$ cat config.mk
export PLATFORM = sky130hd
export DESIGN_NAME = rmq_sqrt_cell
export DESIGN_NICKNAME = d
export VERILOG_FILES = /design/src/hw/rtl/rotation_matrix_to_quaternion_core_assert.svh /design/src/hw/rtl/rmq_pkg.sv /design/src/hw/rtl/rmq_sqrt_cell.sv
export SDC_FILE = /design/constraint.sdc
export NUM_CORES = 1
export LEC_CHECK = 0
export ABC_AREA = 1
export BUFFER_PORTS_ARGS = -buffer_cell sky130_fd_sc_hd__buf_2
export CAP_MARGIN = 20
export CELL_PAD_IN_SITES_DETAIL_PLACEMENT = 1
export CELL_PAD_IN_SITES_GLOBAL_PLACEMENT = 1
export CORE_AREA = 3 3 182 184
export CTS_BUF_LIST = sky130_fd_sc_hd__clkbuf_8
export CTS_CLUSTER_DIAMETER = 80
export DETAILED_ROUTE_END_ITERATION = 12
export DIE_AREA = 0 0 185 187
export PLACE_DENSITY = 0.67
export SLEW_MARGIN = 20
export SYNTH_ARGS = -nofsm -noshare
export SYNTH_HDL_FRONTEND = slang
export SYNTH_SLANG_ARGS = --single-unit
$ cat constraint.sdc
create_clock -name clk -period 1.3 [get_ports clk]
set_clock_uncertainty 0.2 [all_clocks]
set_input_delay 0.13 -clock clk [delete_from_list [all_inputs] [get_ports clk]]
set_output_delay 0.13 -clock clk [all_outputs]
set_load 0.03 [all_outputs]
$ cat src/hw/rtl/rotation_matrix_to_quaternion_core_assert.svh
// assertion macros for the rotation matrix to quaternion core
// expects clk and rst_n in the scope of the including module
`ifndef ROTATION_MATRIX_TO_QUATERNION_CORE_ASSERT_SVH
`define ROTATION_MATRIX_TO_QUATERNION_CORE_ASSERT_SVH

// clocked property, off while in reset
`define RMQ_ASSERT(lbl, prop) \
    lbl: assert property (@(posedge clk) disable iff (!rst_n) (prop)) \
        else $error("rmq assertion failed");

// condition that must never hold
`define RMQ_ASSERT_NEVER(lbl, cond) \
    `RMQ_ASSERT(lbl, !(cond))

`endif

$ cat src/hw/rtl/rmq_pkg.sv
// types and constants of the rotation matrix to quaternion core
// used by every rtl module of the block, depends on nothing
`default_nettype none
package rmq_pkg;
    localparam int DATA_W = 32;
    localparam int FRAC_W = 28;
    localparam int RAD_W  = DATA_W + 2;
    localparam int SQV_W  = RAD_W + FRAC_W + 2;
    localparam int SQ_W   = (SQV_W + 1) / 2;
    localparam int SQR_W  = SQ_W + 3;
    localparam int DIFF_W = DATA_W + 1;
    localparam int NUM_W  = DIFF_W + FRAC_W;
    localparam int HI_W   = NUM_W - DATA_W;
    localparam int DR_W   = SQ_W + 1;

    localparam logic [1:0] PIV_W = 2'd0;
    localparam logic [1:0] PIV_X = 2'd1;
    localparam logic [1:0] PIV_Y = 2'd2;
    localparam logic [1:0] PIV_Z = 2'd3;

    typedef struct packed {
        logic signed [DATA_W-1:0] r00;
        logic signed [DATA_W-1:0] r01;
        logic signed [DATA_W-1:0] r02;
        logic signed [DATA_W-1:0] r10;
        logic signed [DATA_W-1:0] r11;
        logic signed [DATA_W-1:0] r12;
        logic signed [DATA_W-1:0] r20;
        logic signed [DATA_W-1:0] r21;
        logic signed [DATA_W-1:0] r22;
    } mat_t;

    typedef struct packed {
        logic signed [DATA_W-1:0] qw;
        logic signed [DATA_W-1:0] qx;
        logic signed [DATA_W-1:0] qy;
        logic signed [DATA_W-1:0] qz;
        logic                     degenerate;
    } quat_t;

    typedef struct packed {
        logic [SQR_W-1:0]         rem;
        logic [SQ_W-1:0]          root;
        logic [SQV_W-1:0]         v;
        logic [1:0]               pivot;
        logic signed [DIFF_W-1:0] d0;
        logic signed [DIFF_W-1:0] d1;
        logic signed [DIFF_W-1:0] d2;
    } sq_t;

    typedef struct packed {
        logic              neg;
        logic              ovf;
        logic [DR_W-1:0]   rem;
        logic [DATA_W-1:0] q;
        logic [DATA_W-1:0] nlo;
    } lane_t;

    typedef struct packed {
        logic [SQ_W-1:0] root;
        logic [1:0]      pivot;
        lane_t [2:0]     lane;
    } dv_t;
endpackage
`default_nettype wire

$ cat src/hw/rtl/rmq_sqrt_cell.sv
// one square root cell: settles one root bit and passes the item on
// depends on rmq_pkg
`default_nettype none
module rmq_sqrt_cell
    import rmq_pkg::*;
(
    input  wire logic clk,
    input  wire logic rst_n,
    input  wire logic valid_in,
    input  wire sq_t  sq_in,
    output logic      valid_out,
    output sq_t       sq_out
);
    logic [SQR_W-1:0] rem_t, trial;
    logic valid_reg;
    sq_t sq_reg, sq_next;

    always_comb
    begin
        rem_t   = {sq_in.rem[SQR_W-3:0], sq_in.v[SQV_W-1 -: 2]};
        trial   = {1'b0, sq_in.root, 2'b01};
        sq_next = sq_in;
        sq_next.v = {sq_in.v[SQV_W-3:0], 2'b00};
        if (rem_t >= trial)
        begin
            sq_next.rem  = rem_t - trial;
            sq_next.root = {sq_in.root[SQ_W-2:0], 1'b1};
        end
        else
        begin
            sq_next.rem  = rem_t;
            sq_next.root = {sq_in.root[SQ_W-2:0], 1'b0};
        end
    end

    always_ff @(posedge clk or negedge rst_n)
    begin
        if (!rst_n)
        begin
            valid_reg <= 1'b0;
        end
        else
        begin
            valid_reg <= valid_in;
        end
    end

    always_ff @(posedge clk)
    begin
        sq_reg <= sq_next;
    end

    assign valid_out = valid_reg;
    assign sq_out    = sq_reg;
endmodule
`default_nettype wire

; Yosys cells after proc, flatten, opt, wreduce, memory -nomap -nowiden
; Index checks and enable logic that the tools add are counted.
[word_totals]
out_inout_bits = 233
register_bits = 231
[classes]
addsub = 1
order_cmp = 1
muxes = 1
[ops]
columns = operator, count
row1 = $mux 67, 1
row2 = $ge 35x34->1, 1
row3 = $sub 35x34->35, 1

; Longest topological paths before layout
[depth]
word_depth = 2
depth_mapped = 16

; Least setup slack after synthesis
; Ideal clock, no wire load.
[synth_timing]
path_type = input to register
startpoint = in sq_in[184] (netlist name)
endpoint = reg sq_reg (netlist bit sq_out[214])
t_arrival_ns = 1.501
slack_ns = -0.513
path_stages = 13
n_path_buf = 1
cell_sequence = inv_1 ha_1 nand2_1 inv_1 a21oi_1 o21ai_1 nand2_1 nand2_1 nor2_1 nand2_4 buf_4 nand2_1 nand2_1
[synth_lines]
columns = element, line
row1 = "start, declared", rmq_sqrt_cell.sv:10  ; input wire sq_t sq_in,
row2 = "end signal, assigned", rmq_sqrt_cell.sv:50  ; sq_reg <= sq_next;
row3 = "end, declared", rmq_sqrt_cell.sv:16  ; sq_t sq_reg, sq_next;

==> flow_summary.json <==
{
  "synth_mux_area_share_pct": 0,
  "drt_wl_total_um": 59300,
  "hpwl_um": 32400,
  "yosysMostFrequentCell": "nand2_1",
  "fmax_mhz": 580,
  "path_buf_inv": 5,
  "synth_xor_area_share_pct": 2.03,
  "netlist_top_cells_area": "dfxtp_1 (59%), nand2_1 (15%), inv_1 (5.7%)",
  "syn_inst": 889,
  "die_h_um": 187,
  "synth_top_area_share_pct": 59.4,
  "fin_ws_ns": -0.424,
  "startpoint_type": "input port",
  "outcome": "complete, but fails checks",
  "die_area_sq_um": 34600,
  "synth-edff-count": 0,
  "grt_pass1_vias": 11600,
  "nNetsFinal": 2112,
  "tritoncts": "done",
  "synthAdderAreaFrac_pct": 5.49,
  "via_count": 10600,
  "h-tree-depth": 2,
  "io-pin-count": 468,
  "grt_pass1_wl_um": 78200,
  "ys_async_sr_fraction_pct": 0.433,
  "critPathRequiredTime_ns": 1.55,
  "crit_fanout": 4,
  "grt_max_degree": 16,
  "antenna_found_initial": 26,
  "wl_per_cell_um": 25.9,
  "ys.warnings.count": 0,
  "area_growth_pct": 141,
  "ant_nets": 0,
  "ir_drop_uv": 619,
  "die_width_um": 185,
  "p_leak_nw": 9.12,
  "start_util_pct": 24.6,
  "drv_cap": 0,
  "synth_cell_type_count": 28,
  "clockBufferDepth": 3,
  "endpoint_kind": "flip-flop",
  "cts_buffers": 40,
  "whs_ns": -0.544,
  "critPathSlowestCell": "nor2_1",
  "clock_sinks": 231,
  "hold_viol_final": 26,
  "synth-simple-area-share_pct": 22.5,
  "hold_class": "input port to flip-flop",
  "critPathMaxStageDelay_ns": 0.32,
  "via_per_inst": 4.62,
  "synth_seq_cells": 231,
  "netlist_area_sq_um": 7750,
  "crit_chain": "buf_8 > inv_6 > ha_4 > buf_6 > nand2_8 > inv_4 > a21oi_4 > buf_4 > nor2_1 > nor2_2 > nand2_4 > nand2_2 > nand2_1 > nand2_1 > nand3_4 > nand2_1",
  "cts_root_buf": "clkbuf_8",
  "port_buffers": 463,
  "period_share_pct": 133,
  "globalRoute.totalOverflow": 0,
  "gp_routability_congestion": 0.894,
  "synth_compound_area_share_pct": 2.92,
  "total_power_mw": 22.4,
  "path_common_cell": "nand2_1",
  "synth-seq-area-share_pct": 59.7,
  "syn_area_per_cell_sq_um": 8.72,
  "period_minus_slack_ns": 1.72,
  "crit_type": "input port to flip-flop",
  "cp_top_family": "simple AND/OR/NAND/NOR gates",
  "dr.first_iter.drc_count": 580,
  "dominantRegCellSynth": "dfxtp_1",
  "crit_arrival_ns": 1.98,
  "grt_usage_pct": 30.6,
  "drv_slew": 0,
  "std_cell_rows": 65,
  "powerDensity_nw_per_um2": 1200,
  "drt-pass1-iter-count": 5,
  "yosys-top-cells-count": "nand2_1 (307), dfxtp_1 (230), inv_1 (118)",
  "setup_viol": 267,
  "synth_area_leader_cell": "dfxtp_1",
  "synth_top_family_by_area": "simple AND/OR/NAND/NOR gates",
  "core_sq_um": 31600,
  "dpl_worst_slack_ns": -0.865,
  "fillers": 3456,
  "layout-drive-gt1-share_pct": 61.0,
  "violations": "negative hold slack, negative setup slack",
  "path_clk_slew_ns": 0.08,
  "rsz0062_at_grt": "true",
  "drc": 0
}
where the power goes:
| part | leakage, nW | switching, mW | internal [mW] |
|---|---|---|---|
| Sequential | 1.96 | 0.338 | 7.73 |
| Clock | 0.476 | 3.50 | 3.81 |
| Combinational | 6.69 | 3.76 | 3.29 |
per-stage QoR:
step | TNS, ns | hold WS [ns] | instance area [sq um] | instances | utilization (%)
2_1_floorplan | -14.42 | -0.366 | 8200 | 890 | -
3_3_place_gp | -28.51 | -0.276 | 11800 | 1863 | 37.5
3_5_place_dp | -29.06 | -0.277 | 11800 | 1863 | 37.5
4_1_cts | -21.53 | -0.557 | 17900 | 2230 | 56.8
5_1_grt | -33.54 | -0.562 | 18700 | 2285 | 59.3
6_report | -24.55 | -0.544 | 18700 | 2290 | 59.3
layer usage:
layer / part of all wire [%] / GRT usage, % / up-vias
met5: 0.27 / 0 / -
met4: 8.3 / 16.6 / 24
met3: 8.2 / 9.53 / 282
met2: 49 / 54.8 / 581
met1: 34 / 31.6 / 5037
li1: - / - / 4648
layout make-up:
type	count	area (sq um)	share of cell area, %
Tap cell	402	503	2.69
Multi-Input combinational cell	522	3630	19.4
Clock buffer	55	757	4.05
Antenna cell	16	40.0	0.214
Timing Repair Buffer	919	8230	44.0
Clock inverter	16	91.3	0.488
Inverter	129	529	2.83
Sequential cell	231	4930	26.4
flip-flops by register name (all words and copies together), names as in the netlist:
name       flops
sq_out       230
valid_out      1
cells in the final DEF, fill, tap and decap left out, drive strengths merged, types with 4 or more instances in the layout:
master / Yosys / routed
a21oi: 27 / 27
buf: 8 / 625
clkbuf: 0 / 57
clkinv: 0 / 5
dfxtp: 230 / 230
diode: 0 / 16
dlygate4sd3: 0 / 292
ha: 34 / 34
inv: 129 / 140
nand2: 311 / 311
nand3: 35 / 35
nand3b: 11 / 11
nand4: 4 / 4
nor2: 57 / 57
nor3: 10 / 10
o21ai: 7 / 7
xor2: 16 / 16
what timing repair did:
action	4_1_cts	5_1_grt
setup buffers	30	15
setup endpoints to repair	267	267
hold buffers	264	28
pin swaps	52	34
gates cloned	3	2
resized for setup	857	94
endpoints found under the hold margin	231	48
final timing paths:
path	from	end	slack, ns	cells after the start
setup / recovery	sq_in[173]	sq_out[228]	-0.42	16
min in group asynchronous	rst_n	valid_out	0.31	3
max in group asynchronous	rst_n	valid_out	0.49	3
hold / removal	sq_in[176]	sq_out[177]	-0.54	1
cells by family after synthesis:
kind of cell / after synthesis
and+or+nand+nor: 428
DFF: 231
buffers and inverters: 137
AOI/OAI and AO/OA: 40
adders and majority gates: 34
xor gates and xnor gates: 18
other: 1
Power figures use the tool's default switching activity.
