==> config.mk <==
export PLATFORM = sky130hd
export DESIGN_NAME = rmq_front
export DESIGN_NICKNAME = d
export VERILOG_FILES = /design/src/hw/rtl/rotation_matrix_to_quaternion_core_assert.svh /design/src/hw/rtl/rmq_pkg.sv /design/src/hw/rtl/rmq_front.sv
export SDC_FILE = /design/constraint.sdc
export NUM_CORES = 1
export LEC_CHECK = 0
export BUFFER_PORTS_ARGS = -buffer_cell sky130_fd_sc_hd__buf_2
export CORE_MARGIN = 2
export CORE_UTILIZATION = 60
export CTS_BUF_LIST = sky130_fd_sc_hd__clkbuf_4 sky130_fd_sc_hd__clkbuf_8
export DETAILED_ROUTE_END_ITERATION = 10
export GPL_ROUTABILITY_DRIVEN = 0
export GPL_TIMING_DRIVEN = 0
export PLACE_DENSITY = 0.95
export SLEW_MARGIN = 15
export SYNTH_ARGS = -nofsm -noshare
export SYNTH_HDL_FRONTEND = slang
export SYNTH_SLANG_ARGS = --single-unit
==> constraint.sdc <==
create_clock -name clk -period 0.8 [get_ports clk]
set_input_delay 0.12 -clock clk [delete_from_list [all_inputs] [get_ports clk]]
set_output_delay 0.12 -clock clk [all_outputs]
set_load 0.05 [all_outputs]
==> src/hw/rtl/rotation_matrix_to_quaternion_core_assert.svh <==
// assertion macros for the rotation matrix to quaternion core
// expects clk and rst_n in the scope of the including module
`ifndef ROTATION_MATRIX_TO_QUATERNION_CORE_ASSERT_SVH
`define ROTATION_MATRIX_TO_QUATERNION_CORE_ASSERT_SVH

// clocked property, off while in reset
`define RMQ_ASSERT(lbl, prop) \
    lbl: assert property (@(posedge clk) disable iff (!rst_n) (prop)) \
        else $error("rmq assertion failed");

// condition that must never hold
`define RMQ_ASSERT_NEVER(lbl, cond) \
    `RMQ_ASSERT(lbl, !(cond))

`endif

==> src/hw/rtl/rmq_pkg.sv <==
// types and constants of the rotation matrix to quaternion core
// used by every rtl module of the block, depends on nothing
`default_nettype none
package rmq_pkg;
    localparam int DATA_W = 32;
    localparam int FRAC_W = 28;
    localparam int RAD_W  = DATA_W + 2;
    localparam int SQV_W  = RAD_W + FRAC_W + 2;
    localparam int SQ_W   = (SQV_W + 1) / 2;
    localparam int SQR_W  = SQ_W + 3;
    localparam int DIFF_W = DATA_W + 1;
    localparam int NUM_W  = DIFF_W + FRAC_W;
    localparam int HI_W   = NUM_W - DATA_W;
    localparam int DR_W   = SQ_W + 1;

    localparam logic [1:0] PIV_W = 2'd0;
    localparam logic [1:0] PIV_X = 2'd1;
    localparam logic [1:0] PIV_Y = 2'd2;
    localparam logic [1:0] PIV_Z = 2'd3;

    typedef struct packed {
        logic signed [DATA_W-1:0] r00;
        logic signed [DATA_W-1:0] r01;
        logic signed [DATA_W-1:0] r02;
        logic signed [DATA_W-1:0] r10;
        logic signed [DATA_W-1:0] r11;
        logic signed [DATA_W-1:0] r12;
        logic signed [DATA_W-1:0] r20;
        logic signed [DATA_W-1:0] r21;
        logic signed [DATA_W-1:0] r22;
    } mat_t;

    typedef struct packed {
        logic signed [DATA_W-1:0] qw;
        logic signed [DATA_W-1:0] qx;
        logic signed [DATA_W-1:0] qy;
        logic signed [DATA_W-1:0] qz;
        logic                     degenerate;
    } quat_t;

    typedef struct packed {
        logic [SQR_W-1:0]         rem;
        logic [SQ_W-1:0]          root;
        logic [SQV_W-1:0]         v;
        logic [1:0]               pivot;
        logic signed [DIFF_W-1:0] d0;
        logic signed [DIFF_W-1:0] d1;
        logic signed [DIFF_W-1:0] d2;
    } sq_t;

    typedef struct packed {
        logic              neg;
        logic              ovf;
        logic [DR_W-1:0]   rem;
        logic [DATA_W-1:0] q;
        logic [DATA_W-1:0] nlo;
    } lane_t;

    typedef struct packed {
        logic [SQ_W-1:0] root;
        logic [1:0]      pivot;
        lane_t [2:0]     lane;
    } dv_t;
endpackage
`default_nettype wire

==> src/hw/rtl/rmq_front.sv <==
// entry stage: trace, pivot choice, radicand and the three numerators
// depends on rmq_pkg
`default_nettype none
module rmq_front
    import rmq_pkg::*;
(
    input  wire logic clk,
    input  wire logic rst_n,
    input  wire logic accept,
    input  wire mat_t mat,
    output logic      valid,
    output sq_t       sq
);
    localparam int EW = DATA_W + 3;
    localparam logic signed [EW-1:0] ONE = EW'(1) << FRAC_W;

    logic signed [EW-1:0] e00, e11, e22, diag, rad;
    logic [RAD_W-1:0] radc;
    logic [1:0] pivot;
    logic signed [DIFF_W-1:0] dw_a, dw_b, dw_c, s01, s02, s12;
    logic valid_reg;
    sq_t sq_reg, sq_next;

    always_comb
    begin
        e00  = EW'(mat.r00);
        e11  = EW'(mat.r11);
        e22  = EW'(mat.r22);
        diag = e00 + e11 + e22;
        if (diag > 0)
        begin
            pivot = PIV_W;
            rad   = diag + ONE;
        end
        else if (e00 > e11 && e00 > e22)
        begin
            pivot = PIV_X;
            rad   = ONE + e00 - e11 - e22;
        end
        else if (e11 > e22)
        begin
            pivot = PIV_Y;
            rad   = ONE + e11 - e00 - e22;
        end
        else
        begin
            pivot = PIV_Z;
            rad   = ONE + e22 - e00 - e11;
        end
        radc = rad[EW-1] ? '0 : rad[RAD_W-1:0];

        dw_a = DIFF_W'(mat.r21) - DIFF_W'(mat.r12);
        dw_b = DIFF_W'(mat.r02) - DIFF_W'(mat.r20);
        dw_c = DIFF_W'(mat.r10) - DIFF_W'(mat.r01);
        s01  = DIFF_W'(mat.r01) + DIFF_W'(mat.r10);
        s02  = DIFF_W'(mat.r02) + DIFF_W'(mat.r20);
        s12  = DIFF_W'(mat.r12) + DIFF_W'(mat.r21);

        sq_next.rem   = '0;
        sq_next.root  = '0;
        sq_next.v     = {radc, {(FRAC_W + 2){1'b0}}};
        sq_next.pivot = pivot;
        unique case (pivot)
            PIV_W:
            begin
                sq_next.d0 = dw_a;
                sq_next.d1 = dw_b;
                sq_next.d2 = dw_c;
            end
            PIV_X:
            begin
                sq_next.d0 = dw_a;
                sq_next.d1 = s01;
                sq_next.d2 = s02;
            end
            PIV_Y:
            begin
                sq_next.d0 = dw_b;
                sq_next.d1 = s01;
                sq_next.d2 = s12;
            end
            default:
            begin
                sq_next.d0 = dw_c;
                sq_next.d1 = s02;
                sq_next.d2 = s12;
            end
        endcase
    end

    always_ff @(posedge clk or negedge rst_n)
    begin
        if (!rst_n)
        begin
            valid_reg <= 1'b0;
        end
        else
        begin
            valid_reg <= accept;
        end
    end

    always_ff @(posedge clk)
    begin
        sq_reg <= sq_next;
    end

    assign valid = valid_reg;
    assign sq    = sq_reg;
endmodule
`default_nettype wire

==> results.md, run 1 <==
* Compound-gate portion of the synthesized area at a little under a quarter
* Synth area leader: ha_1
* Synth Register Bits at 136
* Synth top area share at between 20% and 30%
* Synth Area in XOR/XNOR at around 7.4%
* Overall global routing resource usage at 72.4%
* Status: did not finish
* Htree depth at 4
* Syn. warnings at 0
* Largest family of logic cells by synthesized area: adder cells
* Sequential share of the synthesized area at 8.88%
* Area share of fa/ha/maj cells after synthesis at between 30 and 40%
* Row count at slightly above 80
* Worst_ep kind: register data pin
* Synthesized area per cell at 7.81 sq um
* Io pins at roughly 520
* Pre-CTS setup slack at -5.72 ns
* Port Buffer Count at 426
* Largest cells by area after synthesis: ha_1 25%, fa_1 9.0%, dfxtp_1 8.8%, a21oi_1 5.5%, xnor2_1 5.4%
* Number of enable flip-flop cells after synthesis at 0
* CTS root buffer: clkbuf_8
* Hpwl dp at around 96000 um
* Asr flop ratio synth at less than 1%
* TritonCTS Sinks at roughly 140
* Simple-gate area share of the yosys netlist at roughly 16%
* Overflow left after global routing at 83
* First error: [ERROR GRT-0232] Routing congestion too high. Check the congestion heatmap in the GUI.
* Starting Density at 60.9%
* Die W at about 230 um
* Worst EP post-GRT repair: sq[93]$_DFF_P_/D
* Dpl cells at approximately 5k
* CTS Buffer Depth at 2
* Halt Stage: global routing
* Library cells used by synthesis at 100
* Post-synth top flop: dfxtp_1
* CTS buffer count at 17
* Largest net degree at the start of global routing at 17
* Syn Inst Count at about 3.9k
* DP Area at about 34000 sq um
* Post-synthesis mux area share at around 1.8%
* Mapped Area at just over 30000 sq um
* Chip Height at approximately 230 um
-- synthesized netlist by cell type (56+ instances only) --
| master | number |
|---|---|
| a211oi_1 | 56 |
| a21o_1 | 82 |
| a21oi_1 | 337 |
| buf_4 | 104 |
| clkbuf_1 | 104 |
| dfxtp_1 | 135 |
| fa_1 | 138 |
| ha_1 | 604 |
| inv_1 | 385 |
| nand2_1 | 252 |
| nor2_1 | 290 |
| nor3_1 | 89 |
| o21ai_0 | 239 |
| o21bai_1 | 66 |
| xnor2_1 | 191 |
| xor2_1 | 70 |
-- metal layers --
metal  GRT overflow  global-route usage [%]
met1              4                    70.2
met2             51                    86.9
met3              3                    63.4
met4             25                    68.6
met5              0                    40.1
-- kinds of logic after synthesis --
logic type,Yosys count
AO/OA/AOI/OAI,1125
AND/OR/NAND/NOR,987
adder cells (fa/ha/maj),742
buffers and inverters,624
XOR/XNOR,261
flip-flops,136
multiplexers,55
other,1
-- metrics by stage --
step                      utilization, %  hold WS, ns
after detailed placement            68.2       -0.102
after global placement              68.2       -0.106
after floorplan                        -       -0.176
after CTS                           76.3      -0.0542
-- what timing repair did --
item,4_1_cts
endpoints found under the setup margin,271
buffers inserted,56
gates cloned,12
hold endpoints to repair,5
gates resized for setup,868
hold buffers,5
pin swaps,45
==> inputs of run 2 (changes only) <==
- CORE_UTILIZATION: 60 -> 40
- CTS_BUF_LIST: sky130_fd_sc_hd__clkbuf_4 sky130_fd_sc_hd__clkbuf_8 -> default
- PLACE_DENSITY: 0.95 -> default
- PLACE_DENSITY_LB_ADDON: default -> 0.15
==> run 2 against run 1 <==
Compared with the run above:
- the flow now finishes, with violations (setup timing)
- area after synthesis unchanged
- synthesized cell count unchanged
==> results.md, run 2 <==
* Final std cells w/o fill at 5624
* Worst-path clk slew at 0.08 ns
* Failing checks: setup timing
* Port Buffer Count at 426 (unchanged)
* Hpwl dp at 104000 um (+8.8%)
* Asr flop ratio synth at 0.735% (unchanged)
* Hold crit path type: in -> reg
* Final Hold Fails at 0
* Commonest non-fill, non-tap cell in the layout: ha_1
* CTS root buffer: clkbuf_16
* CTS Buffer Depth at 2 (unchanged)
* Routed len/inst at 23.4 um
* Top cell family by delay on the critical path: simple AND/OR/NAND/NOR gates
* Syn-to-layout area delta at 32.7%
* Final instance area at 40700 sq um
* Max IR drop VDD at 2.45 mV
* Layout cell share with drive strength beyond 1 at between 20% and 30%
* Starting DRC count in detailed routing at between 2k and 3k
* Pre-CTS setup slack at -6.20 ns (-0.482 ns)
* Max FFs per register at ~140
* Crit end category: register
* WL final at 132000 um
* Power Density at 2470 nW/um^2
* DRC viols at 0
* Vias in the first global route at slightly above 30k
* Final setup vio count at around 270
* Largest cells by area after synthesis: ha_1 25%, fa_1 9.0%, dfxtp_1 8.8%, a21oi_1 5.5%, xnor2_1 5.4%
* Critical path class: in -> reg
* Post-route ant nets at 0
* Largest net degree at the start of global routing at 17
* Max-cap viol count at 0
* Mapped Area at 30700 sq um (unchanged)
* Setup WS post-layout at -4.49 ns
* Library cells used by synthesis at 100 (unchanged)
* Die area at ~80000 sq um
* Die W at 281 um (+22%)
* Overflow left after global routing at 0
* Synth Register Bits at 136 (unchanged)
* Multi-input gate area at roughly 28000 sq um
* Slowest stage delay, CP at 0.52 ns
* Most frequent cells in the layout: 591 x ha_1, 359 x inv_1, 319 x a21oi_1
* Synth cell count leaders: 604 x ha_1, 385 x inv_1, 337 x a21oi_1
* Starting Density at 40.4% (-21 points)
* First-pass GRT wire length at 190000 um
* Dpl cells at 5485 (+7.0%)
* Post-route minimum period at ~5.3 ns
* Vias at 31.6k
* Bufs and invs on worst path at 4
* Via density at roughly 5.6
* Worst hold slack at between 0.09 and 0.1 ns
* Syn. warnings at 0 (unchanged)
* Number of enable flip-flop cells after synthesis at 0 (unchanged)
* Htree depth at 4 (unchanged)
* Synth top area share at 24.6% (unchanged)
* Overall global routing resource usage at between 30% and 40%
* Unrepaired setup endpoints after global routing: yes
* Row count at 101 (+23%)
* Leak at between 0.015 and 0.02 uW
* DP Area at 34800 sq um (+1.4%)
* Total iterations of the first detailed-routing run at 5
* Chip Height at 281 um (+22%)
* Status: finished, violations left
* Max_slew headroom at 13.8%
* Syn Inst Count at 3931 (unchanged)
* CTS buffer count at 17 (unchanged)
* Critical Path RT at approximately 1.2 ns
* CP max FO at 4
* Worst Setup Start Kind: primary input
* Post-synth top flop: dfxtp_1
* Fin crit share at 661%
* Fin. max-slew vios at 0
* WP data arrival at 5.66 ns
* Initial antenna violation count at 21
* Synthesized area per cell at 7.81 sq um (unchanged)
* Highest Clock Rate at between 150 and 200 MHz
* Worst Tran Pin Value at roughly 1.3 ns
* CTS tree: done
* Synth area leader: ha_1
* TritonCTS Sinks at 136 (unchanged)
* Fill cells at 7177
* Core box area at roughly 76000 sq um
* Crit-path slowest cell: fa_1
* Layout Nets at ~5.6k
* Count leader, synth: ha_1
* Storage element area at 2920 sq um
* Sequential share of the synthesized area at 8.88% (unchanged)
* Io pins at 524 (unchanged)
## run 2: cell counts after synthesis
No cell type changed its count.
## run 2: cells by family (layout without fill, tap and decap cells)
group | Yosys count | in the layout | share of synthesized area (%)
compound gates | 1125 | 1125 | 23.6
simple gates | 987 | 988 | 15.6
fa+ha+maj | 742 | 742 | 33.6
buf+inv | 624 | 1181 | 9.03
xor+xnor | 261 | 261 | 7.45
flops | 136 | 136 | 8.88
mux | 55 | 55 | 1.85
other cells | 1 | 106 | 0.0122
## run 2: cell type report
class | count | share of cell area [%]
multi-input cells | 3268 | 68.2
repair buffers | 535 | 12.1
flip-flops and latches | 136 | 7.17
plain buffers | 228 | 4.00
inverters | 386 | 3.69
well taps | 1030 | 3.16
clock buffers | 21 | 1.15
clock inverters | 11 | 0.473
diodes | 9 | 0.0553
## run 2: per-stage QoR
stage	power (uW)	utilization, %	setup TNS, ns
after floorplan	51800	-	-553.90
after global placement	69400	45.8	-793.69
after detailed placement	69300	45.9	-793.95
after CTS	96800	52.6	-638.02
after global routing	105000	53.6	-637.52
final	101000	53.6	-621.36
## run 2: path summary, 6_finish.rpt
check,start,endpoint,slack [ns],cells after the start
max,mat[1],sq[140]$_SDFF_PP0_,-4.49,25
min,mat[96],sq[66]$_DFF_P_,0.09,3
max in group asynchronous,rst_n,valid$_DFF_PN0_,0.25,3
min in group asynchronous,rst_n,valid$_DFF_PN0_,0.45,3
## run 2: what timing repair did
action	CTS	global route
buffers inserted	65	32
pin swaps	67	40
gates resized for setup	963	166
hold buffers	3	0
endpoints found under the setup margin	271	271
gates cloned	17	1
hold endpoints to repair	2	0
## run 2: report_power, final
| part | switching (uW) | leakage [uW] | internal [uW] | total [uW] |
|---|---|---|---|---|
| combinational | 47300 | 0.0176 | 30900 | 78200 |
| clock | 3990 | 0.000320 | 5780 | 9780 |
| sequential | 2230 | 0.00116 | 10500 | 12800 |
## run 2: layer usage
layer  share of wire (%)  GRT usage (%)
met4                 5.3           15.5
met1                  40           41.1
met5               0.031              0
met2                  47           54.3
met3                 7.6           4.51
(Power assumes the default switching activity.)
==> inputs of run 3 (changes only) <==
==> constraint.sdc (replaced) <==
create_clock -name clk -period 5.7 [get_ports clk]
set_input_delay 0.57 -clock clk [delete_from_list [all_inputs] [get_ports clk]]
set_output_delay 0.57 -clock clk [all_outputs]
set_load 0.05 [all_outputs]
==> run 3 against run 2 <==
Compared with the run above:
- the flow still finishes with violations (setup timing)
- design area decreased by 8.7%
- global-route usage decreased by 1.6 points
- non-clock buffer count decreased by 41
- largest cell class unchanged
- worst hold slack improved by 0.071 ns
- clock power decreased by 87%
- worst setup slack improved by 4.3 ns
- highest routed layer unchanged
- sequential share of layout area increased by 0.16 points
==> results.md, run 3 (synthesis results as in run 2) <==
* Die W at 281 um (unchanged)
* Unrepaired setup endpoints after global routing: yes
* Logic pwr share at 77.0% (-0.6 points)
* CTS buffer count at 17 (unchanged)
* Chip Height at 281 um (unchanged)
* Max IR drop VDD at 0.329 mV (-87%)
* Pre-CTS setup slack at -2.33 ns (+3.87 ns)
* M1 GR Usage at 38.8% (-2.3 points)
* Final Hold Fails at 0 (unchanged)
* Die area at 79000 sq um (unchanged)
* Flop pwr share at 12.5% (-0.2 points)
* Clk pwr share at 10.6% (+0.9 points)
* Busiest grt layer: met2
* Initial antenna violation count at 18 (-14%)
* Vias in the first global route at 29.5k (-3.4%)
* Max_slew headroom at 9.49% (-4.3 points)
* Max-cap viol count at 0 (unchanged)
* Power Density at 322 nW/um^2 (-87%)
* Io pins at 524 (unchanged)
* Starting Density at 40.4% (unchanged)
* Failing checks: setup timing
* Global-route track usage on met3 at 4.62% (+0.12 points)
* CP max FO at 10 (+6)
* WL final at 126000 um (-4.1%)
* CTS tree: done
* M2 GR Usage at 51.8% (-2.5 points)
* Slowest stage delay, CP at 0.62 ns (+0.10 ns)
* Highest Clock Rate at 171 MHz
* Final Util at 49.0% (-4.7 points)
* Fin. max-slew vios at 0 (unchanged)
* Fin crit share at 102%
* Routed len/inst at 22.6 um (-3.4%)
* Sw Share at 57.7% (+4.6 points)
* Hold crit path type: in -> reg
* Fill cells at 7727 (+7.7%)
* Crit end category: register
* Crit-path cells: buf_8 > fa_1 > ha_4 > fa_2 > a21o_1 > a221oi_4 > nor4b_4 > or3_4 > o21ai_4 > and3_4 > xnor2_4 > inv_2 > ha_4 > nor4bb_4 > o211ai_1 > a211oi_2 > o2111ai_2 > nor3_2 > o2111ai_2 > or4_4 > nand2_4 > nand2_1 > buf_12 > o32ai_4
* Commonest non-fill, non-tap cell in the layout: ha_1
* DRC viols at 0 (unchanged)
* First-pass GRT wire length at 182000 um (-4.6%)
* Hold depth at 1 (-2)
* Syn-to-layout area delta at 21.2%
* Post-route minimum period at between 5 and 6 ns
* Setup WS post-layout at -0.139 ns (+4.35 ns)
* TritonCTS Sinks at 136 (unchanged)
* Design internal power at 5070 uW (-89%)
* Post-route ant nets at 0 (unchanged)
* Core box area at 75900 sq um (unchanged)
* Critical path class: in -> reg
* WP data arrival at 6.23 ns (+0.57 ns)
* Total iterations of the first detailed-routing run at 6 (+1)
* Worst-path clk slew at 0.08 ns (about the same)
* Crit-path slowest cell: or4_4
* Worst hold slack at 0.162 ns (+0.0705 ns)
* Worst Setup Start Kind: primary input
* Via density at 5.56 (-0.89%)
* Critical Path RT at 6.09 ns (+4.92 ns)
* Row count at 101 (unchanged)
* Layout cell share with drive strength beyond 1 at 19.7% (-6.1 points)
* Max FFs per register at 135 (unchanged)
* Leak at 0.0180 uW (-5.9%)
* Overall global routing resource usage at 30.9% (-1.6 points)
* Final setup vio count at 57 (-79%)
* Vias at 31.1k (-1.5%)
* Layout Nets at 5563 (-0.75%)
* Status: finished, violations left
* Htree depth at 4 (unchanged)
* Worst Tran Pin Value at 1.35 ns (+0.0595 ns)
* CTS Buffer Depth at 2 (unchanged)
* Hpwl dp at 105000 um (+0.57%)
* CTS root buffer: clkbuf_16
* Starting DRC count in detailed routing at 3085 (+11%)
* Endpoint, Worst Hold: valid$_DFF_PN0_
* Overflow left after global routing at 0 (unchanged)
* Most frequent cells in the layout: 592 x ha_1, 430 x buf_2, 361 x inv_1
* Psw at 6910 uW (-87%)
* Largest net degree at the start of global routing at 17 (unchanged)
* Port Buffer Count at 426 (unchanged)
* Hold path startpoint: accept
## run 3: stage by stage
| stage | power (uW) | cell area [sq um] | std cells | TNS [ns] |
|---|---|---|---|---|
| 2_1_floorplan | 7140 | 31100 | 4027 | 0 |
| 3_3_place_gp | 9610 | 34500 | 5483 | -254.58 |
| 3_5_place_dp | 9610 | 34500 | 5484 | -251.20 |
| 4_1_cts | 11500 | 36400 | 5544 | -1.00 |
| 5_1_grt | 12600 | 37200 | 5581 | -10.07 |
| 6_report | 12000 | 37200 | 5587 | -3.81 |
## run 3: power by group through the flow
stage	combinational, uW	sequential (uW)	clock, uW
3_3_place_gp	8110	1510	0
6_report	9210	1500	1260
2_1_floorplan	4170	2960	0
3_5_place_dp	8110	1510	0
5_1_grt	9730	1530	1310
4_1_cts	8730	1500	1280
## run 3: routing by layer
layer | wire, um | part of all wire [%]
met1 | 51400 | 41
met2 | 58400 | 46
met3 | 9670 | 7.7
met4 | 6760 | 5.4
met5 | 26 | 0.021
## run 3: final cells by class
cell class                      instances  area (sq um)  area share, %
Multi-Input combinational cell       3267         26700           71.9
Timing Repair Buffer                  490          2800           7.53
Sequential cell                       136          2730           7.33
Buffer                                232          1510           4.06
Inverter                              386          1480           3.97
Tap cell                             1030          1290           3.46
Clock buffer                           17           425           1.14
Clock inverter                         15           198          0.531
Antenna cell                           14          35.0         0.0942
## run 3: worst max-delay path by stage
stage          startpoint                  to  slack (ns)  depth (start not counted)
2_1_floorplan      mat[1]      sq[37]$_DFF_P_        0.02                         23
3_3_place_gp      mat[14]       sq[0]$_DFF_P_       -2.34                         26
3_5_place_dp      mat[14]       sq[0]$_DFF_P_       -2.33                         26
4_1_cts          mat[129]      sq[46]$_DFF_P_       -0.07                         24
5_1_grt          mat[138]      sq[46]$_DFF_P_       -0.23                         26
6_report           mat[1]  sq[134]$_SDFF_PP0_       -0.14                         24
## run 3: worst max-delay path: cells and delay by family
kind,cells,cell delay (ns)
fa+ha+maj,4,1.26
simple gates,8,2.06
compound gates,8,1.81
xor+xnor,1,0.08
buf+inv,3,0.42
## run 3: repair_timing
item,4_1_cts,5_1_grt
hold endpoints to repair,1,0
endpoints found under the setup margin,135,134
pin swaps,28,40
gates resized for setup,235,155
cloned,3,2
hold buffers,1,0
setup buffers,27,30
