## config.mk

```make
export PLATFORM = sky130hd
export DESIGN_NAME = rmq_div_cell
export DESIGN_NICKNAME = d
export VERILOG_FILES = /design/src/hw/rtl/rotation_matrix_to_quaternion_core_assert.svh /design/src/hw/rtl/rmq_pkg.sv /design/src/hw/rtl/rmq_div_cell.sv
export SDC_FILE = /design/constraint.sdc
export NUM_CORES = 1
export LEC_CHECK = 0
export BUFFER_PORTS_ARGS = -buffer_cell sky130_fd_sc_hd__buf_2
export CAP_MARGIN = 30
export CORE_AREA = 2 2 262 264
export CTS_BUF_LIST = sky130_fd_sc_hd__clkbuf_8
export DETAILED_ROUTE_END_ITERATION = 12
export DIE_AREA = 0 0 264 266
export PLACE_DENSITY = 0.44
export SLEW_MARGIN = 20
export SYNTH_ARGS = -nofsm -noshare
export SYNTH_HDL_FRONTEND = slang
export SYNTH_SLANG_ARGS = --single-unit
```

## constraint.sdc

```tcl
create_clock -name clk -period 1.5 [get_ports clk]
set_clock_uncertainty 0.15 [all_clocks]
set_input_delay 0.15 -clock clk [delete_from_list [all_inputs] [get_ports clk]]
set_output_delay 0.15 -clock clk [all_outputs]
set_load 0.03 [all_outputs]
```

## src/hw/rtl/rotation_matrix_to_quaternion_core_assert.svh

```systemverilog
// assertion macros for the rotation matrix to quaternion core
// expects clk and rst_n in the scope of the including module
`ifndef ROTATION_MATRIX_TO_QUATERNION_CORE_ASSERT_SVH
`define ROTATION_MATRIX_TO_QUATERNION_CORE_ASSERT_SVH

// clocked property, off while in reset
`define RMQ_ASSERT(lbl, prop) \
    lbl: assert property (@(posedge clk) disable iff (!rst_n) (prop)) \
        else $error("rmq assertion failed");

// condition that must never hold
`define RMQ_ASSERT_NEVER(lbl, cond) \
    `RMQ_ASSERT(lbl, !(cond))

`endif

```

## src/hw/rtl/rmq_pkg.sv

```systemverilog
// types and constants of the rotation matrix to quaternion core
// used by every rtl module of the block, depends on nothing
`default_nettype none
package rmq_pkg;
    localparam int DATA_W = 32;
    localparam int FRAC_W = 28;
    localparam int RAD_W  = DATA_W + 2;
    localparam int SQV_W  = RAD_W + FRAC_W + 2;
    localparam int SQ_W   = (SQV_W + 1) / 2;
    localparam int SQR_W  = SQ_W + 3;
    localparam int DIFF_W = DATA_W + 1;
    localparam int NUM_W  = DIFF_W + FRAC_W;
    localparam int HI_W   = NUM_W - DATA_W;
    localparam int DR_W   = SQ_W + 1;

    localparam logic [1:0] PIV_W = 2'd0;
    localparam logic [1:0] PIV_X = 2'd1;
    localparam logic [1:0] PIV_Y = 2'd2;
    localparam logic [1:0] PIV_Z = 2'd3;

    typedef struct packed {
        logic signed [DATA_W-1:0] r00;
        logic signed [DATA_W-1:0] r01;
        logic signed [DATA_W-1:0] r02;
        logic signed [DATA_W-1:0] r10;
        logic signed [DATA_W-1:0] r11;
        logic signed [DATA_W-1:0] r12;
        logic signed [DATA_W-1:0] r20;
        logic signed [DATA_W-1:0] r21;
        logic signed [DATA_W-1:0] r22;
    } mat_t;

    typedef struct packed {
        logic signed [DATA_W-1:0] qw;
        logic signed [DATA_W-1:0] qx;
        logic signed [DATA_W-1:0] qy;
        logic signed [DATA_W-1:0] qz;
        logic                     degenerate;
    } quat_t;

    typedef struct packed {
        logic [SQR_W-1:0]         rem;
        logic [SQ_W-1:0]          root;
        logic [SQV_W-1:0]         v;
        logic [1:0]               pivot;
        logic signed [DIFF_W-1:0] d0;
        logic signed [DIFF_W-1:0] d1;
        logic signed [DIFF_W-1:0] d2;
    } sq_t;

    typedef struct packed {
        logic              neg;
        logic              ovf;
        logic [DR_W-1:0]   rem;
        logic [DATA_W-1:0] q;
        logic [DATA_W-1:0] nlo;
    } lane_t;

    typedef struct packed {
        logic [SQ_W-1:0] root;
        logic [1:0]      pivot;
        lane_t [2:0]     lane;
    } dv_t;
endpackage
`default_nettype wire

```

## src/hw/rtl/rmq_div_cell.sv

```systemverilog
// one divider cell: settles one quotient bit in each of three lanes
// depends on rmq_pkg
`default_nettype none
module rmq_div_cell
    import rmq_pkg::*;
(
    input  wire logic clk,
    input  wire logic rst_n,
    input  wire logic valid_in,
    input  wire dv_t  dv_in,
    output logic      valid_out,
    output dv_t       dv_out
);
    logic [DR_W-1:0] rem_t [3];
    logic [DR_W-1:0] dvs;
    logic valid_reg;
    dv_t dv_reg, dv_next;

    always_comb
    begin
        dv_next = dv_in;
        dvs     = {1'b0, dv_in.root};
        for (int i = 0; i < 3; i++)
        begin
            rem_t[i] = {dv_in.lane[i].rem[DR_W-2:0], dv_in.lane[i].nlo[DATA_W-1]};
            dv_next.lane[i].nlo = {dv_in.lane[i].nlo[DATA_W-2:0], 1'b0};
            if (rem_t[i] >= dvs)
            begin
                dv_next.lane[i].rem = rem_t[i] - dvs;
                dv_next.lane[i].q   = {dv_in.lane[i].q[DATA_W-2:0], 1'b1};
            end
            else
            begin
                dv_next.lane[i].rem = rem_t[i];
                dv_next.lane[i].q   = {dv_in.lane[i].q[DATA_W-2:0], 1'b0};
            end
        end
    end

    always_ff @(posedge clk or negedge rst_n)
    begin
        if (!rst_n)
        begin
            valid_reg <= 1'b0;
        end
        else
        begin
            valid_reg <= valid_in;
        end
    end

    always_ff @(posedge clk)
    begin
        dv_reg <= dv_next;
    end

    assign valid_out = valid_reg;
    assign dv_out    = dv_reg;
endmodule
`default_nettype wire

```

---- Yosys cells after proc, flatten, opt, wreduce, memory -nomap -nowiden ----
Cells that the tools add are included.
storage, ports and cells
  word-level logic and storage cells ...... 27
  register bits after elaboration ......... 329
  bits of input ports ..................... 334
  output and inout bits ................... 332
cells by class
  muxes and demuxes ....................... 3
  order comparisons ....................... 3
  add/sub/neg operators ................... 3
operators by type and width
  kind            count
  $mux 65         3
  $ge 33x32->1    3
  $sub 33x32->33  3

---- Logic depth before layout (Yosys ltp) ----
Gate-level depths: netlist (run 1).
  word-level depth ........................ 2
  depth in mapped cells ................... 14
  depth with buffers taken out ............ 12

---- Least setup slack after synthesis (run 1) ----
OpenSTA, ideal clock, no wires.
  path kind ............................... input-to-reg
  start point ............................. input dv_in[303] (netlist bit)
  end point ............................... register dv_reg (netlist bit dv_out[173])
  library setup time ...................... 121 ps
  cell stages on the path ................. 11
  data arrival time ....................... 2,818 ps
  path buffers ............................ 1
  setup slack ............................. -1,589 ps
  data required time ...................... 1,229 ps
  cells stage by stage .................... inv_1 ha_1 a21o_1 or3_1 o21ai_1 a21oi_1 o311ai_2 a211oi_1 o41ai_4 buf_4 mux2_2
RTL lines
  element               RTL line            source
  from (decl)           rmq_div_cell.sv:10  input wire dv_t dv_in,
  to (signal assigned)  rmq_div_cell.sv:54  dv_reg <= dv_next;
  to (decl)             rmq_div_cell.sv:17  dv_t dv_reg, dv_next;

==> impl_metrics.env, run 1 <==
export IMPL_synthAdderAreaFrac_pct=9.706
export IMPL_syn_avg_cell_area_um2=10.13
export IMPL_synth_area_mm2=0.01299
export IMPL_synth_seq_area_share_pct=50.73
export IMPL_slew_violations=0
export IMPL_grt_overflow=0
export IMPL_ys_types=66
export IMPL_timing_hold_violations_final=14
export IMPL_synth_flop_cell="dfxtp_1"
export IMPL_track_usage_pct=25.38
export IMPL_yosys_register_bits=329
export IMPL_cts_tree="built"
export IMPL_synth_edff_count=0
export IMPL_vias=16700
export IMPL_max_stage_delay_ns=0.31
export IMPL_firstDrtPassIters=5
export IMPL_synthArstFlopShare_pct=0.3040
export IMPL_drt_iter0_markers=691
export IMPL_crit_path_end_kind="flop"
export IMPL_place_ws_ns=-1.764
export IMPL_rsz0062_at_grt="yes"
export IMPL_start_util_pct=19.18
export IMPL_fin_crit_sh_pct=160.9
export IMPL_finish_instance_area_mm2=0.03204
export IMPL_cp_common_cell="buf_12"
export IMPL_path_buf_inv=7
export IMPL_synth_xor_area_share_pct=5.055
export IMPL_cp_start_kind="input port"
export IMPL_clock_path_buffers=3
export IMPL_synth_top_family_by_area="compound AO/OA/AOI/OAI gates"
export IMPL_root_buffer="clkbuf_8"
export IMPL_core_area_mm2=0.06775
export IMPL_synth_mux_area_share_pct=3.544
export IMPL_drtAntennaViolNets=0
export IMPL_num_rows=96
export IMPL_path_class="in2reg"
export IMPL_peakVddDrop_mv=0.6403
export IMPL_postSynthCellCount=1283
export IMPL_cts_sinks=329
export IMPL_numPortBuffers=656
export IMPL_die_h_um=266
export IMPL_crit_slowest_cell="o31ai_4"
export IMPL_cp_required_ns=1.92
export IMPL_placed_area_mm2=0.02052
export IMPL_total_power_mw=32.78
export IMPL_fin_tns_setup_ns=-79.43
export IMPL_failed_checks="hold timing, setup timing"
export IMPL_clk_pin_slew_worst_paths_ns=0.06
export IMPL_die_area_mm2=0.07022
export IMPL_hold_class="in2reg"
export IMPL_routedWlPerCell_um=23.65
export IMPL_setup_ws_ns=-0.9142
export IMPL_holdWs_ns=-0.5062
export IMPL_grt_pass1_vias=18050
export IMPL_die_x_um=264
export IMPL_area_growth_pct=146.6
export IMPL_drive_gt1_share_pct=55.09
export IMPL_drc=0
export IMPL_outcome="finished with violations"
export IMPL_worstPathArrival_ns=2.83
export IMPL_antenna_found_initial=26
export IMPL_synth_compound_area_share_pct=16.55
export IMPL_detail_route_vias_per_cell=4.285
export IMPL_cellPowerDensity_mw_per_mm2=1023
export IMPL_dp_hpwl_mm=70.47
export IMPL_layout_nets=3388
export IMPL_htree_levels=3
export IMPL_crit_fanout=6
export IMPL_period_minus_slack_ns=2.414
export IMPL_io_pins=666
export IMPL_numCtsBuffers=68
export IMPL_setup_viol=104
export IMPL_max_freq_mhz=414.2
export IMPL_synthSimpleGateAreaFrac_pct=11.43
export IMPL_totalWireLength_mm=92.18
export IMPL_gp_congestion=0.9025
export IMPL_grt_pass1_wl_mm=127.8
export IMPL_grt_max_degree=12
export IMPL_critPathTopFamily="compound AO/OA/AOI/OAI gates"
export IMPL_cap_violations=0
export IMPL_p_leak_nw=14.85
export IMPL_yosysWarnings=0
export IMPL_path_cells="buf_8, clkinvlp_4, buf_12, buf_12, ha_4, o21a_1, o31a_1, o21ai_4, a41oi_2, o211ai_1, o21a_1, o31ai_4, buf_6, buf_12, buf_8, nor2_2, a21oi_1"
state kept, by name (all words and copies together), names as in the netlist:
name	cells
dv_out	328
valid_out	1
cells in the mapped netlist, types with 4 or more instances:
| cell | n | area share [%] |
|---|---|---|
| dfxtp_1 | 328 | 51 |
| ha_1 | 96 | 9.2 |
| a21oi_1 | 95 | 3.7 |
| nand2_1 | 88 | 2.5 |
| o21ai_0 | 82 | 3.2 |
| nor2_1 | 76 | 2.2 |
| inv_1 | 59 | 1.7 |
| xnor2_1 | 47 | 3.2 |
| mux2_2 | 39 | 3.4 |
| a21o_1 | 37 | 2.1 |
| nand3_1 | 30 | 1.2 |
| xor2_1 | 28 | 1.9 |
| clkbuf_1 | 26 | 0.75 |
| nor2b_1 | 17 | 0.82 |
| nand4_1 | 15 | 0.72 |
| nor3_1 | 15 | 0.58 |
| nand2b_1 | 14 | 0.67 |
| and3_1 | 13 | 0.63 |
| o21a_1 | 13 | 0.75 |
| o21bai_1 | 13 | 0.75 |
| or3_1 | 13 | 0.63 |
| o211ai_1 | 10 | 0.58 |
| o31ai_1 | 10 | 0.58 |
| a31oi_1 | 8 | 0.39 |
| a211o_1 | 7 | 0.47 |
| a211oi_1 | 7 | 0.40 |
| buf_2 | 7 | 0.27 |
| a21boi_0 | 6 | 0.35 |
| nor4_1 | 6 | 0.29 |
| o31a_1 | 6 | 0.40 |
| and2_1 | 5 | 0.24 |
| or2_2 | 5 | 0.24 |
| a221oi_1 | 4 | 0.27 |
| buf_4 | 4 | 0.23 |
| o2111ai_1 | 4 | 0.27 |
| o41ai_1 | 4 | 0.27 |
through the flow:
step	hold WS (ns)	instances	util (%)
final	-0.5062	3898	47.30
after CTS	-0.6130	3839	45.85
after floorplan	-0.2956	1285	-
after global routing	-0.5554	3894	47.28
after global placement	-0.2258	3157	30.29
after detailed placement	-0.2225	3157	30.29
cell usage in the layout, fill, tap and decap left out, drive strengths merged, types with 47 or more instances in the layout:
| cell | Yosys | routed |
|---|---|---|
| a21oi | 95 | 95 |
| buf | 11 | 1100 |
| clkbuf | 26 | 88 |
| dfxtp | 328 | 328 |
| dlygate4sd3 | 0 | 533 |
| ha | 96 | 96 |
| inv | 59 | 73 |
| nand2 | 88 | 88 |
| nor2 | 76 | 76 |
| o21ai | 85 | 85 |
| xnor2 | 47 | 47 |
final timing paths:
kind                       cells after the start                   to  slack, ns        from
worst max-delay path                          17   dv_out[76]$_DFF_P_      -0.91  dv_in[302]
worst min-delay path                           1  dv_out[299]$_DFF_P_      -0.51  dv_in[299]
max in group asynchronous                      3  valid_out$_DFF_PN0_       0.90       rst_n
min in group asynchronous                      3  valid_out$_DFF_PN0_       0.18       rst_n
cell type report:
class,count,area (um2)
multi-input combinational,860,7614
clock buffer,84,1156
sequential,329,6872
clock inverter,37,319.1
fill,6260,35700
timing repair buffer,1637,14650
tap,882,1104
inverter,59,305.3
antenna,10,25.02
where the power goes:
group / internal, mW / total, mW / switching [mW]
Clock: 5.84 / 10.5 / 4.71
Sequential: 9.73 / 10.3 / 0.540
Combinational: 6.04 / 12.0 / 5.91
Total: 21.6 / 32.8 / 11.2
repair_timing:
item	in CTS	in global routing
hold endpoints to repair	327	43
setup buffers	57	15
resized for setup	1068	134
hold buffers	498	36
gates cloned	11	3
endpoints found under the setup margin	419	154
pin swaps	90	60
logic make-up (layout without fill, tap and decap cells):
logic type,count (synthesis),count (layout)
mux,41,41
other cells,1,13
simple gates,308,308
buf+inv,96,1817
flops,329,329
fa+ha+maj,99,99
xor+xnor,75,75
compound gates,334,334
routing by layer:
layer / share of wire, % / track usage, % / wire, um / vias up
li1: - / - / - / 7923
met1: 38 / 27.19 / 34750 / 7961
met2: 50 / 45.43 / 45950 / 590
met3: 5.9 / 6.109 / 5422 / 206
met4: 6.4 / 14.85 / 5893 / 22
met5: 0.17 / 0 / 155 / -
No activity file was read; power rests on OpenSTA's default activity.
==> run 2: changes to the inputs <==
--- a/config.mk
+++ b/config.mk
@@ -12,6 +12,7 @@
 export DETAILED_ROUTE_END_ITERATION = 12
 export DIE_AREA = 0 0 264 266
 export PLACE_DENSITY = 0.44
+export SETUP_SLACK_MARGIN = 0.15
 export SLEW_MARGIN = 20
 export SYNTH_ARGS = -nofsm -noshare
 export SYNTH_HDL_FRONTEND = slang
==> impl_metrics.env, run 2 (synthesis gave the netlist of run 1 again) <==
export IMPL_num_rows=96
export IMPL_max_freq_mhz=413.2
export IMPL_grt_pass1_vias=18180
export IMPL_io_pins=666
export IMPL_slew_violations=0
export IMPL_period_minus_slack_ns=2.420
export IMPL_clock_path_buffers=3
export IMPL_gp_congestion=0.9025
export IMPL_grt_pass1_wl_mm=129.5
export IMPL_htree_levels=3
export IMPL_vias=16720
export IMPL_totalWireLength_mm=93.08
export IMPL_start_util_pct=19.18
export IMPL_firstDrtPassIters=5
export IMPL_largest_reg_flops=328
export IMPL_detail_route_vias_per_cell=4.295
export IMPL_worstPathArrival_ns=2.81
export IMPL_cap_violations=0
export IMPL_grt_max_degree=12
export IMPL_numCtsBuffers=68
export IMPL_cts_sinks=329
export IMPL_drive_gt1_share_pct=61.58
export IMPL_layout_cells_non_filler=3893
export IMPL_p_leak_nw=15.10
export IMPL_grt_overflow=0
export IMPL_rsz0062_at_grt="yes"
export IMPL_layout_commonest_cell="dlygate4sd3_1"
export IMPL_die_x_um=264
export IMPL_peakVddDrop_mv=0.6749
export IMPL_cellPowerDensity_mw_per_mm2=1013
export IMPL_finalCoreUtilization_pct=48.77
export IMPL_area_growth_pct=154.3
export IMPL_cp_required_ns=1.89
export IMPL_cp_start_kind="input port"
export IMPL_antenna_found_initial=26
export IMPL_root_buffer="clkbuf_8"
export IMPL_outcome="finished with violations"
export IMPL_layout_common_cells="525 x dlygate4sd3_1, 375 x buf_4, 316 x buf_6, 310 x buf_2, 298 x dfxtp_2"
export IMPL_setup_viol=104
export IMPL_numPortBuffers=656
export IMPL_timing_hold_violations_final=21
export IMPL_layout_nets=3383
export IMPL_holdWs_ns=-0.5433
export IMPL_failed_checks="hold timing, setup timing"
export IMPL_routedWlPerCell_um=23.91
export IMPL_clk_pin_slew_worst_paths_ns=0.06
export IMPL_die_h_um=266
export IMPL_drtAntennaViolNets=0
export IMPL_die_area_mm2=0.07022
export IMPL_crit_fanout=4
export IMPL_fin_crit_sh_pct=161.3
export IMPL_drt_iter0_markers=612
export IMPL_core_area_mm2=0.06775
export IMPL_cts_tree="built"
export IMPL_dp_cells=3157
export IMPL_track_usage_pct=25.64
export IMPL_path_class="in2reg"
export IMPL_crit_path_end_kind="flop"
export IMPL_dp_hpwl_mm=70.47
export IMPL_drc=0
export IMPL_hold_class="in2reg"
export IMPL_setup_ws_ns=-0.9201
[run 2: cell types whose count changed in the layout (fill, tap and decap cells not counted), sizes merged]
| cell | change |
|---|---|
| clkinv | +1 |
| clkbuf | -3 |
| buf | +6 |
| inv | -1 |
| dlygate4sd3 | -8 |
[run 2: worst paths after layout]
check / from / end / cells after the start
min in group asynchronous: rst_n / valid_out$_DFF_PN0_ / 3
max: dv_in[193] / dv_out[192]$_DFF_P_ / 10
max in group asynchronous: rst_n / valid_out$_DFF_PN0_ / 3
min: dv_in[302] / dv_out[302]$_DFF_P_ / 1
[run 2: metrics by stage]
step | hold slack, ns | power [mW] | TNS, ns | setup WS, ns | area, um2
after floorplan | -0.2956 | 14.61 | -111.44 | -1.308 | 13510
after global placement | -0.2258 | 18.59 | -155.81 | -1.788 | 20520
after detailed placement | -0.2225 | 18.55 | -158.86 | -1.764 | 20520
after CTS | -0.6120 | 33.22 | -77.84 | -0.8441 | 32020
after global routing | -0.5816 | 34.84 | -86.92 | -0.9452 | 33030
final | -0.5433 | 33.48 | -80.62 | -0.9201 | 33040
[run 2: per-layer routing]
layer  GRT usage, %  part of all wire (%)  up-vias
met4          14.27                   6.1       18
met1          28.03                    38     8035
met5              0                  0.14        -
met2          45.87                    50      554
met3          5.739                   5.4      182
li1               -                     -     7932
[run 2: worst max-delay path: stages]
cell	delay (ns)
buf_2	0.11
dlygate4sd3_1	0.61
ha_1	0.37
a211oi_1	0.46
nand2_2	0.12
o41ai_4	0.37
buf_6	0.19
buf_6	0.11
inv_4	0.03
mux2_4	0.28
[run 2: layout make-up]
type | count | area, um2
inverters | 59 | 310.3
multi-input cells | 860 | 7869
repair buffers | 1632 | 15180
diodes | 10 | 25.02
clock inverters | 37 | 319.1
flip-flops and latches | 329 | 7077
clock buffers | 84 | 1156
fillers | 6114 | 34710
well taps | 882 | 1104
[run 2: what timing repair did]
item / 4_1_cts / 5_1_grt
cloned: 16 / 0
hold endpoints to repair: 327 / 41
resized for setup: 1415 / 136
pin swaps: 90 / 54
setup buffers: 50 / 14
setup endpoints to repair: 431 / 431
hold buffers: 502 / 25
[run 2: power breakdown]
group	internal (mW)	switching [mW]	leakage, nW
registers	9.84	0.620	2.79
clock network	5.84	4.72	0.827
logic	6.44	6.02	11.5
total	22.1	11.4	15.1
==> run 3: changes to the inputs <==
--- a/config.mk
+++ b/config.mk
@@ -5,7 +5,7 @@
 export SDC_FILE = /design/constraint.sdc
 export NUM_CORES = 1
 export LEC_CHECK = 0
-export BUFFER_PORTS_ARGS = -buffer_cell sky130_fd_sc_hd__buf_2
+export BUFFER_PORTS_ARGS = -buffer_cell sky130_fd_sc_hd__buf_4
 export CAP_MARGIN = 30
 export CORE_AREA = 2 2 262 264
 export CTS_BUF_LIST = sky130_fd_sc_hd__clkbuf_8
@@ -13,6 +13,7 @@
 export DIE_AREA = 0 0 264 266
 export PLACE_DENSITY = 0.44
 export SETUP_SLACK_MARGIN = 0.15
+export SKIP_LAST_GASP = 1
 export SLEW_MARGIN = 20
 export SYNTH_ARGS = -nofsm -noshare
 export SYNTH_HDL_FRONTEND = slang
==> impl_metrics.env, run 3 (synthesis gave the netlist of run 1 again) <==
export IMPL_outcome="finished with violations"
export IMPL_failed_checks="hold timing, setup timing"
export IMPL_layout_nets=3348
export IMPL_cts_sinks=329
export IMPL_cp_start_kind="input port"
export IMPL_drtAntennaViolNets=0
export IMPL_rsz0062_at_grt="yes"
export IMPL_setup_viol=104
export IMPL_die_x_um=264
export IMPL_setup_ws_ns=-0.9677
export IMPL_fillCellCount=6265
export IMPL_drive_gt1_share_pct=58.34
export IMPL_path_class="in2reg"
export IMPL_firstDrtPassIters=5
export IMPL_hold_class="in2reg"
export IMPL_max_freq_mhz=405.2
export IMPL_drt_iter0_markers=643
export IMPL_slew_violations=0
export IMPL_peakVddDrop_mv=0.5956
export IMPL_die_area_mm2=0.07022
export IMPL_crit_slowest_cell="a211oi_2"
export IMPL_start_util_pct=19.18
export IMPL_grt_pass1_vias=17290
export IMPL_crit_path_end_kind="flop"
export IMPL_cap_violations=0
export IMPL_clock_path_buffers=3
export IMPL_gp_congestion=0.8922
export IMPL_holdWs_ns=-0.5032
export IMPL_numCtsBuffers=66
export IMPL_numPortBuffers=656
export IMPL_fin_crit_sh_pct=164.5
export IMPL_period_minus_slack_ns=2.468
export IMPL_vias=16290
export IMPL_detail_route_vias_per_cell=4.219
export IMPL_grt_max_degree=29
export IMPL_num_rows=96
export IMPL_totalWireLength_mm=91.36
export IMPL_crit_fanout=4
export IMPL_cp_required_ns=1.90
export IMPL_cp_common_cell="buf_6"
export IMPL_cts_tree="built"
export IMPL_track_usage_pct=25.18
export IMPL_grt_overflow=0
export IMPL_path_cells="buf_8, clkinvlp_4, buf_12, buf_6, ha_4, buf_6, o21a_1, o31a_1, o221ai_2, a211oi_2, o2111ai_1, a31oi_1, a21boi_2, o21ai_2, mux2_4"
export IMPL_root_buffer="clkbuf_8"
export IMPL_antenna_found_initial=24
export IMPL_routedWlPerCell_um=23.66
export IMPL_max_stage_delay_ns=0.39
export IMPL_io_pins=666
export IMPL_area_growth_pct=149.5
export IMPL_grt_pass1_wl_mm=125.3
export IMPL_clk_pin_slew_worst_paths_ns=0.06
export IMPL_finalCoreUtilization_pct=47.85
export IMPL_worstPathArrival_ns=2.87
export IMPL_dp_hpwl_mm=71.61
export IMPL_largest_reg_flops=328
export IMPL_die_h_um=266
export IMPL_core_area_mm2=0.06775
export IMPL_p_leak_nw=14.87
export IMPL_htree_levels=3
export IMPL_cellPowerDensity_mw_per_mm2=1008
export IMPL_layout_common_cells="727 x buf_4, 493 x dlygate4sd3_1, 292 x dfxtp_2, 282 x buf_6, 84 x nand2_1"
export IMPL_timing_hold_violations_final=25
export IMPL_drc=0
export IMPL_layout_commonest_cell="buf_4"
run 3: per-layer routing:
| metal | vias up | track usage, % | share of wire (%) |
|---|---|---|---|
| met2 | 530 | 44.71 | 50 |
| met5 | - | 0 | 0.19 |
| met3 | 188 | 7.283 | 6.2 |
| met4 | 28 | 14.08 | 6.5 |
| met1 | 7687 | 26.76 | 38 |
| li1 | 7858 | - | - |
run 3: through the flow:
| stage | setup slack (ns) | total power, mW | instance area, um2 | TNS (ns) | std cells |
|---|---|---|---|---|---|
| floorplan | -1.308 | 14.61 | 13510 | -111.44 | 1285 |
| global placement | -1.778 | 19.46 | 22210 | -159.15 | 3159 |
| detailed placement | -1.788 | 19.42 | 22210 | -162.96 | 3159 |
| CTS | -0.9267 | 32.31 | 31140 | -86.23 | 3806 |
| global route | -0.9871 | 33.98 | 32410 | -91.61 | 3857 |
| finish | -0.9677 | 32.68 | 32420 | -85.14 | 3861 |
run 3: final timing paths:
kind,startpoint,to,depth (start not counted)
setup / recovery,dv_in[302],dv_out[96]$_DFF_P_,15
hold / removal,dv_in[299],dv_out[299]$_DFF_P_,1
max in group asynchronous,rst_n,valid_out$_DFF_PN0_,3
min in group asynchronous,rst_n,valid_out$_DFF_PN0_,3
run 3: report_power, final:
part,switching (mW),internal (mW),total (mW)
combinational,5.79,6.26,12.0
sequential,0.576,9.84,10.4
clock,4.67,5.56,10.2
run 3: worst max-delay path, delay by kind of cell:
family / cells / cell delay, ns
AO/OA/AOI/OAI: 8 / 1.58
adder cells (fa/ha/maj): 1 / 0.26
buffers and inverters: 5 / 0.57
multiplexers: 1 / 0.30
run 3: cell type report:
type	count	area (um2)	share of cell area [%]
Tap cell	882	1104	3.404
Clock buffer	82	1129	3.481
Sequential cell	329	7009	21.62
Multi-Input combinational cell	860	7246	22.35
Antenna cell	10	25.02	0.07719
Clock inverter	40	306.5	0.9456
Inverter	59	306.5	0.9456
Timing Repair Buffer	1599	15290	47.17
run 3: timing repair:
| item | CTS | global route |
|---|---|---|
| hold buffers | 472 | 21 |
| setup endpoints to repair | 431 | 431 |
| pin swaps | 44 | 63 |
| resized for setup | 725 | 238 |
| buffers inserted | 44 | 22 |
| endpoints found under the hold margin | 328 | 44 |
| cloned | 9 | 2 |
